## config.mk

```make
export PLATFORM = sky130hd
export DESIGN_NAME = prp_skid
export DESIGN_NICKNAME = d
export VERILOG_FILES = /design/src/hdl/prp_skid.sv
export SDC_FILE = /design/constraint.sdc
export NUM_CORES = 1
export LEC_CHECK = 0
export BUFFER_PORTS_ARGS = -buffer_cell sky130_fd_sc_hd__buf_2
export CAP_MARGIN = 10
export CORE_MARGIN = 2
export CORE_UTILIZATION = 30
export CTS_CLUSTER_DIAMETER = 40
export CTS_CLUSTER_SIZE = 30
export DETAILED_ROUTE_END_ITERATION = 10
export MAX_ROUTING_LAYER = met4
export PLACE_DENSITY = 0.52
export SLEW_MARGIN = 10
export SYNTH_ARGS = -nofsm -noshare
export SYNTH_HDL_FRONTEND = slang
export SYNTH_SLANG_ARGS = --single-unit
```

## constraint.sdc

```tcl
create_clock -name clk -period 8.9 [get_ports clk]
set_input_delay 0.89 -clock clk [delete_from_list [all_inputs] [get_ports clk]]
set_output_delay 0.89 -clock clk [all_outputs]
set_load 0.02 [all_outputs]
```

## src/hdl/prp_skid.sv

```systemverilog
// ----------------------------------------------------------------------------
// Output skid buffer
// Two-entry output register that keeps the upstream ready signal registered
// and absorbs one item when the receiver stalls.
// ----------------------------------------------------------------------------
module prp_skid #(
    parameter int DATA_WIDTH = 35
) (
    input  logic                  clk,
    input  logic                  rst_n,
    input  logic                  up_valid,
    output logic                  up_ready,
    input  logic [DATA_WIDTH-1:0] up_data,
    output logic                  down_valid,
    input  logic                  down_ready,
    output logic [DATA_WIDTH-1:0] down_data
);
    logic                  valid_reg;
    logic                  valid_next;
    logic                  full_reg;
    logic                  full_next;
    logic [DATA_WIDTH-1:0] data_reg;
    logic [DATA_WIDTH-1:0] data_next;
    logic [DATA_WIDTH-1:0] spare_reg;
    logic [DATA_WIDTH-1:0] spare_next;
    logic                  take;

    assign take = up_valid && !full_reg;

    always_comb
    begin
        valid_next = valid_reg;
        full_next  = full_reg;
        data_next  = data_reg;
        spare_next = spare_reg;
        priority if (take)
        begin
            if (!valid_reg || down_ready)
            begin
                data_next  = up_data;
                valid_next = 1'b1;
            end
            else
            begin
                spare_next = up_data;
                full_next  = 1'b1;
            end
        end
        else if (valid_reg && down_ready)
        begin
            if (full_reg)
            begin
                data_next = spare_reg;
                full_next = 1'b0;
            end
            else
            begin
                valid_next = 1'b0;
            end
        end
        else
        begin
            full_next = full_reg;
        end
    end

    always_ff @(posedge clk or negedge rst_n)
    begin
        if (!rst_n)
        begin
            valid_reg <= 1'b0;
            full_reg  <= 1'b0;
        end
        else
        begin
            valid_reg <= valid_next;
            full_reg  <= full_next;
        end
    end

    always_ff @(posedge clk)
    begin
        data_reg  <= data_next;
        spare_reg <= spare_next;
    end

    assign up_ready   = !full_reg;
    assign down_valid = valid_reg;
    assign down_data  = data_reg;

    a_full_has_head: assert property (@(posedge clk) disable iff (!rst_n)
        full_reg |-> valid_reg)
        else $error("Spare entry holds an item while the head is empty.");

    a_fill_on_stall: assert property (@(posedge clk) disable iff (!rst_n)
        $rose(full_reg) |-> $past(valid_reg && !down_ready && up_valid))
        else $error("Spare entry filled without a stalled head.");

    a_drain_on_ready: assert property (@(posedge clk) disable iff (!rst_n)
        $fell(full_reg) |-> $past(down_ready) && valid_reg)
        else $error("Spare entry drained without a downstream transfer.");

endmodule

```

==> impl_metrics.tcl <==
set metrics [dict create \
    postSynth.asyncResetShare_pct 2.78 \
    io_pins 76 \
    overflow 0 \
    drt_pass1_iterations 4 \
    path_max_fanout 37 \
    critPathRequiredTime_ns 8.88 \
    critPathArrivalTime_ns 2.08 \
    synth_top_area_share_pct 75.3 \
    power_density_nw_per_um2 296 \
    synth_mux_area_share_pct 17.9 \
    gp_congestion 0.681 \
    crit_family "simple AND/OR/NAND/NOR gates" \
    fin_skew_ns 0.00626 \
    num_antenna_cells 0 \
    syn_inst 122 \
    r2r-end "spare_reg[22]$_DFFE_PP_" \
    ys_warn_count 0 \
    die_w_um 100 \
    drive_gt1_share_pct 61.5 \
    clock_latency_ns 0.34 \
    coreArea_sq_um 9150 \
    endpoint_kind "flop" \
    critPathKind "in2reg" \
    drc 0 \
    ctsRootBufferMaster "clkbuf_8" \
    routedWlPerCell_um 14.8 \
    p_leak_uw 0.00137 \
    clock.fmax_ghz 0.476 \
    synth.distinct_cells 15 \
    ys_ff_latch 72 \
    cts_htree_levels 3 \
    setup_tns_ns 0 \
    synth_xor_area_share_pct 0 \
    ant_nets 0 \
    cts_sinks 72 \
    clk_path_buf_depth 2 \
    syn-num-nets 161 \
    yosys.area_share.simple_pct 1.48 \
    fin_crit_ns 2.10 \
    period_share_pct 23.6 \
    maxCapViolCount 0 \
    nets 244 \
    critPathLaunchType "primary input" \
    layout.cells.most_common "buf_2" \
    slew-limit-headroom_pct 42.9 \
    post_cts.repair.setup_buffers 0 \
    syn_to_final_growth_pct 21.7 \
    hold_violations 0 \
    outcome "finished clean" \
    yosysTopAreaCell "edfxtp_1" \
    synthAdderAreaFrac_pct 0 \
    grt.total_usage_pct 10.4 \
    synth_edf_count 70 \
    finalWirelength_um 4720 \
    rows 35 \
    die-area_sq_um 10100 \
    final_cell_mix "75 x buf_2, 70 x edfxtp_1, 28 x mux2_4, 9 x clkbuf_8, 7 x mux2_2" \
    min_path_type "in2async" \
    clkTransAtPathRegs_ns 0.07 \
    antenna_found_initial 0 \
    r2r_start "full_reg$_DFFE_PN0P_" \
    first_global_vias 1425 \
    synth-compound-area-share_pct 0.717 \
    syn_area_sq_um 2790 \
    slowest_delay_ns 0.44 \
    report.final.slew_viol_count 0 \
    io_buffers 75 \
    rsz0062_at_grt "false" \
    cts_tree "built" \
    synthFlopType "edfxtp_1" \
    ys_seq_area_share_pct 77.1 \
    fin_util_pct 37.1 \
    cts.repair.resized 0 \
    routed_via_density 4.30 \
    worst_slew_pin_slew_ns 0.857 \
    grt_max_degree 38 \
    r2r_setup_slack_ns 6.94 \
    hpwl_um 3070 \
    vias 1371 \
    cp_slowest_cell "buf_4" \
    hold_buffers 0 \
    finalSetupViolCount 0 \
    synth_top_family_by_area "multiplexers" \
    first_iter_violations 32 \
    synth_area_leaders "edfxtp_1 75%, mux2_4 15%, mux2_2 2.8%, buf_12 2.2%, dfrtp_1 1.8%" \
    crit_buf_inv 2 \
    rr_worst_depth 3 \
    numCtsBuffers 9 \
    die_y_um 100 \
    vdd_drop_max_uv 269 \
    grt_pass1_wl_um 7220 \
    synth.avg_cell_area_sq_um 22.9 \
    start_util_pct 30.5 \
    path_cells "buf_2 -> nand2b_4 -> nor3_2 -> buf_4" \
]
[stage by stage]
step | instance area (sq um) | power (uW) | hold WS, ns | setup slack (ns) | instances
5_1_grt | 3400 | 1070 | 0.295 | 6.69 | 319
3_3_place_gp | 3250 | 808 | 0.529 | 6.45 | 305
3_5_place_dp | 3250 | 814 | 0.534 | 6.42 | 305
6_report | 3400 | 1010 | 0.326 | 6.80 | 319
4_1_cts | 3400 | 1030 | 0.296 | 6.79 | 319
2_1_floorplan | 2790 | 733 | 0.523 | 4.80 | 122
[cells by family after synthesis]
group,after synthesis
buf+inv,6
compound gates,3
mux,35
flops,72
simple gates,6
[metal layers]
layer / GRT usage (%) / vias to the layer above / share of wire (%)
met4: 7.90 / 0 / 3.3
met3: 3.05 / 11 / 5.0
met1: 11.3 / 671 / 44
met2: 16.1 / 49 / 48
met5: - / - / 0
li1: - / 640 / -
[worst max-delay path by stage]
stage	cells after the start	end	slack [ns]	from
after floorplan	4	spare_reg[0]$_DFFE_PP_	4.80	up_valid
after global placement	4	spare_reg[19]$_DFFE_PP_	6.45	up_valid
after detailed placement	4	spare_reg[12]$_DFFE_PP_	6.42	up_valid
after CTS	4	spare_reg[14]$_DFFE_PP_	6.79	up_valid
after global routing	4	spare_reg[27]$_DFFE_PP_	6.69	up_valid
final	4	spare_reg[22]$_DFFE_PP_	6.80	up_valid
[cells in the mapped netlist, types with 2 or more instances]
cell type	number
edfxtp_1	70
nor2_1	2
dfrtp_1	2
mux2_4	28
inv_1	2
mux2_2	7
buf_12	3
[cell type report]
type / count / area (sq um)
tap: 111 / 139
multi-input combinational: 44 / 566
clock buffer: 9 / 124
fill: 863 / 5760
sequential: 72 / 2150
timing repair buffer: 76 / 383
inverter: 2 / 7.51
clock inverter: 5 / 26.3
[power breakdown]
part	leakage, uW	internal [uW]	total [uW]	switching, uW
logic	0.000613	112	292	180
clock network	0.0000782	95.4	208	113
registers	0.000675	483	506	22.6
(Power assumes the default switching activity.)
