--- src/hdl/prp_pkg.sv ---
// ----------------------------------------------------------------------------
// Planar rotation package
// Shared types and constants: pipeline control word, CORDIC word format and
// the table of elementary rotation angles in 2^-32 turn units.
// ----------------------------------------------------------------------------
package prp_pkg;

    localparam int CORDIC_WIDTH = 32;
    localparam int FRAC_BITS    = 30;
    localparam int MAX_STAGES   = 32;

    localparam logic signed [CORDIC_WIDTH-1:0] GAIN_Q30     = 32'sd652032874;
    localparam logic signed [CORDIC_WIDTH-1:0] QUARTER_TURN = 32'sd1073741824;

    localparam logic signed [CORDIC_WIDTH-1:0] ATAN_TURN32 [MAX_STAGES] = '{
        32'sd536870912, 32'sd316933406, 32'sd167458907, 32'sd85004756,
        32'sd42667331,  32'sd21354465,  32'sd10679838,  32'sd5340245,
        32'sd2670163,   32'sd1335087,   32'sd667544,    32'sd333772,
        32'sd166886,    32'sd83443,     32'sd41722,     32'sd20861,
        32'sd10430,     32'sd5215,      32'sd2608,      32'sd1304,
        32'sd652,       32'sd326,       32'sd163,       32'sd81,
        32'sd41,        32'sd20,        32'sd10,        32'sd5,
        32'sd3,         32'sd1,         32'sd1,         32'sd0
    };

    typedef struct packed {
        logic valid;
        logic flip;
        logic partner;
        logic last;
    } ctrl_t;

endpackage

--- src/hdl/prp_cordic_cell.sv ---
// ----------------------------------------------------------------------------
// CORDIC rotation cell
// One micro-rotation by a fixed elementary angle, registered, with the item's
// samples and control carried alongside.
// ----------------------------------------------------------------------------
module prp_cordic_cell #(
    parameter int SAMPLE_WIDTH = 16,
    parameter int SHIFT        = 0
) (
    input  logic                                     clk,
    input  logic                                     rst_n,
    input  logic                                     advance,
    input  prp_pkg::ctrl_t                           ctrl_up,
    input  logic signed [prp_pkg::CORDIC_WIDTH-1:0]  x_up,
    input  logic signed [prp_pkg::CORDIC_WIDTH-1:0]  y_up,
    input  logic signed [prp_pkg::CORDIC_WIDTH-1:0]  z_up,
    input  logic signed [SAMPLE_WIDTH-1:0]           first_up,
    input  logic signed [SAMPLE_WIDTH-1:0]           second_up,
    output prp_pkg::ctrl_t                           ctrl_dn,
    output logic signed [prp_pkg::CORDIC_WIDTH-1:0]  x_dn,
    output logic signed [prp_pkg::CORDIC_WIDTH-1:0]  y_dn,
    output logic signed [prp_pkg::CORDIC_WIDTH-1:0]  z_dn,
    output logic signed [SAMPLE_WIDTH-1:0]           first_dn,
    output logic signed [SAMPLE_WIDTH-1:0]           second_dn
);
    import prp_pkg::*;

    localparam logic signed [CORDIC_WIDTH-1:0] STEP_ANGLE = ATAN_TURN32[SHIFT];

    ctrl_t                          ctrl_reg;
    logic signed [CORDIC_WIDTH-1:0] x_reg;
    logic signed [CORDIC_WIDTH-1:0] y_reg;
    logic signed [CORDIC_WIDTH-1:0] z_reg;
    logic signed [CORDIC_WIDTH-1:0] x_next;
    logic signed [CORDIC_WIDTH-1:0] y_next;
    logic signed [CORDIC_WIDTH-1:0] z_next;
    logic signed [SAMPLE_WIDTH-1:0] first_reg;
    logic signed [SAMPLE_WIDTH-1:0] second_reg;

    // A residual of zero rotates in the positive direction.
    always_comb
    begin
        if (!z_up[CORDIC_WIDTH-1])
        begin
            x_next = x_up - (y_up >>> SHIFT);
            y_next = y_up + (x_up >>> SHIFT);
            z_next = z_up - STEP_ANGLE;
        end
        else
        begin
            x_next = x_up + (y_up >>> SHIFT);
            y_next = y_up - (x_up >>> SHIFT);
            z_next = z_up + STEP_ANGLE;
        end
    end

    always_ff @(posedge clk or negedge rst_n)
    begin
        if (!rst_n)
        begin
            ctrl_reg <= '0;
        end
        else if (advance)
        begin
            ctrl_reg <= ctrl_up;
        end
    end

    always_ff @(posedge clk)
    begin
        if (advance)
        begin
            x_reg      <= x_next;
            y_reg      <= y_next;
            z_reg      <= z_next;
            first_reg  <= first_up;
            second_reg <= second_up;
        end
    end

    assign ctrl_dn   = ctrl_reg;
    assign x_dn      = x_reg;
    assign y_dn      = y_reg;
    assign z_dn      = z_reg;
    assign first_dn  = first_reg;
    assign second_dn = second_reg;

endmodule

--- config.mk ---
export PLATFORM = sky130hd
export DESIGN_NAME = prp_cordic_cell
export DESIGN_NICKNAME = d
export VERILOG_FILES = /design/src/hdl/prp_pkg.sv /design/src/hdl/prp_cordic_cell.sv
export SDC_FILE = /design/constraint.sdc
export NUM_CORES = 1
export LEC_CHECK = 0
export CAP_MARGIN = 20
export CORE_AREA = 2 2 170 172
export CTS_BUF_LIST = sky130_fd_sc_hd__clkbuf_4
export DETAILED_ROUTE_END_ITERATION = 10
export DIE_AREA = 0 0 172 174
export DONT_BUFFER_PORTS = 1
export PLACE_DENSITY = 0.55
export SYNTH_ARGS = -nofsm -noshare
export SYNTH_HDL_FRONTEND = slang
export SYNTH_SLANG_ARGS = --single-unit
--- constraint.sdc ---
create_clock -name clk -period 1.48 [get_ports clk]
set_input_delay 0.222 -clock clk [delete_from_list [all_inputs] [get_ports clk]]
set_output_delay 0.222 -clock clk [all_outputs]
set_load 0.005 [all_outputs]
==> results.sh <==
export IMPL_status="finished, violations left"
export IMPL_violations="hold timing, setup timing"
export IMPL_finalSetupViolations=50
export IMPL_root_buffer="clkbuf_4"
export IMPL_fmax_mhz=466
export IMPL_power_switching_mw=4.13
export IMPL_synth_fp_nets=1262
export IMPL_yosysWarningCount=0
export IMPL_synth_edff_count=127
export IMPL_worst_setup_path_start_kind="primary input"
export IMPL_wl_um=35700
export IMPL_clkTransAtPathRegs_ps=140
export IMPL_max_vdd_ir_drop_mv=0.475
export IMPL_antenna_found_initial=1
export IMPL_vias_per_cell=5.18
export IMPL_wl_met1_um=15500
export IMPL_r2r_start="ctrl_dn[2]"
export IMPL_critPathKind="in2reg"
export IMPL_hold_path_class="in2reg"
export IMPL_hold_buffers=78
export IMPL_ys_ff_latch=131
export IMPL_hold_end="y_dn[10]"
export IMPL_cp_required_ps=1800
export IMPL_die_h_um=174
export IMPL_drt_iter0_drc=578
export IMPL_wl_per_cell_um=19.7
export IMPL_area_growth_pct=52.8
export IMPL_syn_inst=1022
export IMPL_cpMaxStageDelayCell="a221o_1"
export IMPL_layout_min_cycle_time_ps=2140
export IMPL_rsz0062_at_grt="yes"
export IMPL_min_from="advance"
export IMPL_core_um2=28200
export IMPL_htree_levels=4
export IMPL_critPathMaxStageDelay_ps=380
export IMPL_tritoncts="built"
export IMPL_hold_path_depth=0
export IMPL_final_max_slew_viol_count=0
export IMPL_io_pin_count=267
export IMPL_crit_buf_inv=2
export IMPL_grt_max_degree=132
export IMPL_layout_common_cells="buf_4 (319), edfxtp_1 (127), a21oi_1 (90), inv_1 (89), ha_1 (84)"
export IMPL_reg2reg_slack_ps=120
export IMPL_crit_arrival_ps=2470
export IMPL_gr_total_overflow=0
export IMPL_finClkSkew_ps=0
export IMPL_cts_buffers=17
export IMPL_wl_met2_um=16600
export IMPL_vias=9380
export IMPL_async_reset_ff_share_pct=3.05
export IMPL_synth_area_um2=9750
export IMPL_die_x_um=172
export IMPL_finalSetupTns_ps=-21250
export IMPL_synth_top_area_cell="edfxtp_1"
export IMPL_cellLeakagePower_nw=6.28
export IMPL_fin_crit_sh_pct=145
export IMPL_track_usage_pct=23.1
export IMPL_worst_r2r_endpoint="ctrl_dn[2]"
export IMPL_internal_power_mw=8.07
export IMPL_dr_pass1_iters=5
export IMPL_drive_gt1_share_pct=38.7
export IMPL_synthTopCellsByArea="edfxtp_1 (39%), ha_1 (13%), a21oi_1 (6.1%), xnor2_1 (4.9%), inv_1 (3.9%)"
export IMPL_rows=62
export IMPL_dieArea_um2=29900
export IMPL_critical_path_cell_chain="clkinvlp_4, ha_4, nor2b_4, o31ai_4, a221o_1, a211o_4, a41oi_4, buf_6, nor4_2, a2111oi_4, xnor2_1"
export IMPL_fin_ws_ps=-664
export IMPL_critical_path_top_delay_family="compound AO/OA/AOI/OAI gates"
export IMPL_worst_pin_slew_ps=700
export IMPL_numClockSinks=131
export IMPL_syn_area_per_cell_um2=9.54
export IMPL_clkLatencyLatePin_ps=540
export IMPL_reg2reg_depth=2
export IMPL_multiInputGateArea_um2=6340
export IMPL_final_nets=1654
export IMPL_pwr_share_comb_pct=37.5
export IMPL_p_seq_share_pct=41.0
export IMPL_hpwl_um=27300
export IMPL_final_common_cell="buf_4"
export IMPL_antenna_left=0
export IMPL_place_port_buffers=0
export IMPL_gp_congestion=0.944
export IMPL_final_hold_violation_count=127
export IMPL_slew_headroom_pct=53.0
export IMPL_holdWs_ps=-231
export IMPL_end_kind="flop"
export IMPL_powerDensity_nw_per_um2=819
export IMPL_synth_top_cell_area_share_pct=39.1
export IMPL_cap_violations=0
export IMPL_initial_core_util_pct=34.5
export IMPL_ys_types=73
export IMPL_switching_share_pct=33.9
export IMPL_synth_ff_type="edfxtp_1"
export IMPL_cts_max_path_buffers=2
export IMPL_crit_fanout=4
export IMPL_fillers=2588
export IMPL_met3WireLength_um=2570
export IMPL_grt_pass1_vias=9481
export IMPL_final_seq_area_um2=3910
export IMPL_maxUsedRoutingLayer="met4"
export IMPL_drc=0
export IMPL_p_clk_share_pct=21.5
export IMPL_p_total_mw=12.2
export IMPL_synth_seq_area_share_pct=40.2
export IMPL_grt_first_pass_wirelength_um=52700
[cell usage after synthesis, types with 14 or more instances]
| cell | number |
|---|---|
| nor3_1 | 22 |
| o21ai_0 | 51 |
| o21a_1 | 14 |
| nor2_1 | 63 |
| inv_1 | 101 |
| clkbuf_1 | 25 |
| ha_1 | 102 |
| nand3_1 | 26 |
| o21bai_1 | 21 |
| edfxtp_1 | 127 |
| o211ai_1 | 15 |
| a21o_1 | 18 |
| a21oi_1 | 119 |
| xnor2_1 | 54 |
| nand2_1 | 50 |
[how the worst max path moves through the flow]
stage               startpoint       end  slack (ps)  cells after the start
floorplan              x_up[0]  y_dn[30]        -940                     10
global placement       x_up[1]  x_dn[29]       -1370                     10
detailed placement     x_up[1]  x_dn[29]       -1390                     10
CTS                    x_up[0]  y_dn[30]        -590                     11
global route           x_up[0]  y_dn[22]        -660                     11
finish                 x_up[1]  x_dn[25]        -660                     11
[per-stage QoR]
stage / setup slack [ps] / hold slack, ps / area (um^2) / util (%) / instances
finish: -664 / -231 / 14900 / 52.8 / 1812
global route: -658 / -288 / 14900 / 52.8 / 1812
CTS: -588 / -308 / 14500 / 51.3 / 1802
detailed placement: -1390 / -73.5 / 12800 / 45.3 / 1674
global placement: -1370 / -73.5 / 12800 / 45.3 / 1674
floorplan: -944 / -73.6 / 10200 / - / 1022
[power by group through the flow]
stage	registers (mW)	logic (mW)	clock network, mW
2_1_floorplan	4.93	2.10	0
3_3_place_gp	5.10	3.75	0
3_5_place_dp	5.10	3.76	0
4_1_cts	5.01	4.29	2.70
5_1_grt	5.05	4.92	2.87
6_report	5.00	4.58	2.62
[registers in the layout (all words and copies together), names as in the netlist]
register	flops
first_dn	16
ctrl_dn	4
z_dn	32
x_dn	31
second_dn	16
y_dn	32
[what timing repair did]
item / 4_1_cts / 5_1_grt
hold endpoints to repair: 224 / 127
endpoints found under the setup margin: 49 / 51
resized for setup: 95 / 69
setup buffers: 23 / 14
pin swaps: 86 / 68
[routing by layer]
layer	global-route usage (%)	vias up
met1	30.0	4478
met5	0	-
met4	8.19	0
li1	-	4486
met3	5.24	56
met2	37.7	360
[kinds of logic (layout without fill, tap and decap cells)]
kind of cell               Yosys count  after routing  share of synthesized area, %
AOI/OAI and AO/OA                  326            326                          21.2
and+or+nand+nor                    235            235                          11.8
buffers and inverters              150            555                          6.12
DFF                                131            131                          40.2
adders and majority gates          105            105                          13.7
xor gates and xnor gates            60             60                          5.39
muxes                               15             15                          1.60
other                                0              1                             0
[cell type report]
| class | instances | share of cell area, % |
|---|---|---|
| Clock buffer | 18 | 0.907 |
| Antenna cell | 1 | 0.0168 |
| Tap cell | 384 | 3.23 |
| Multi-Input combinational cell | 741 | 42.5 |
| Clock inverter | 14 | 1.03 |
| Sequential cell | 131 | 26.3 |
| Timing Repair Buffer | 418 | 23.0 |
| Inverter | 105 | 2.97 |
Power figures use the tool's default switching activity.
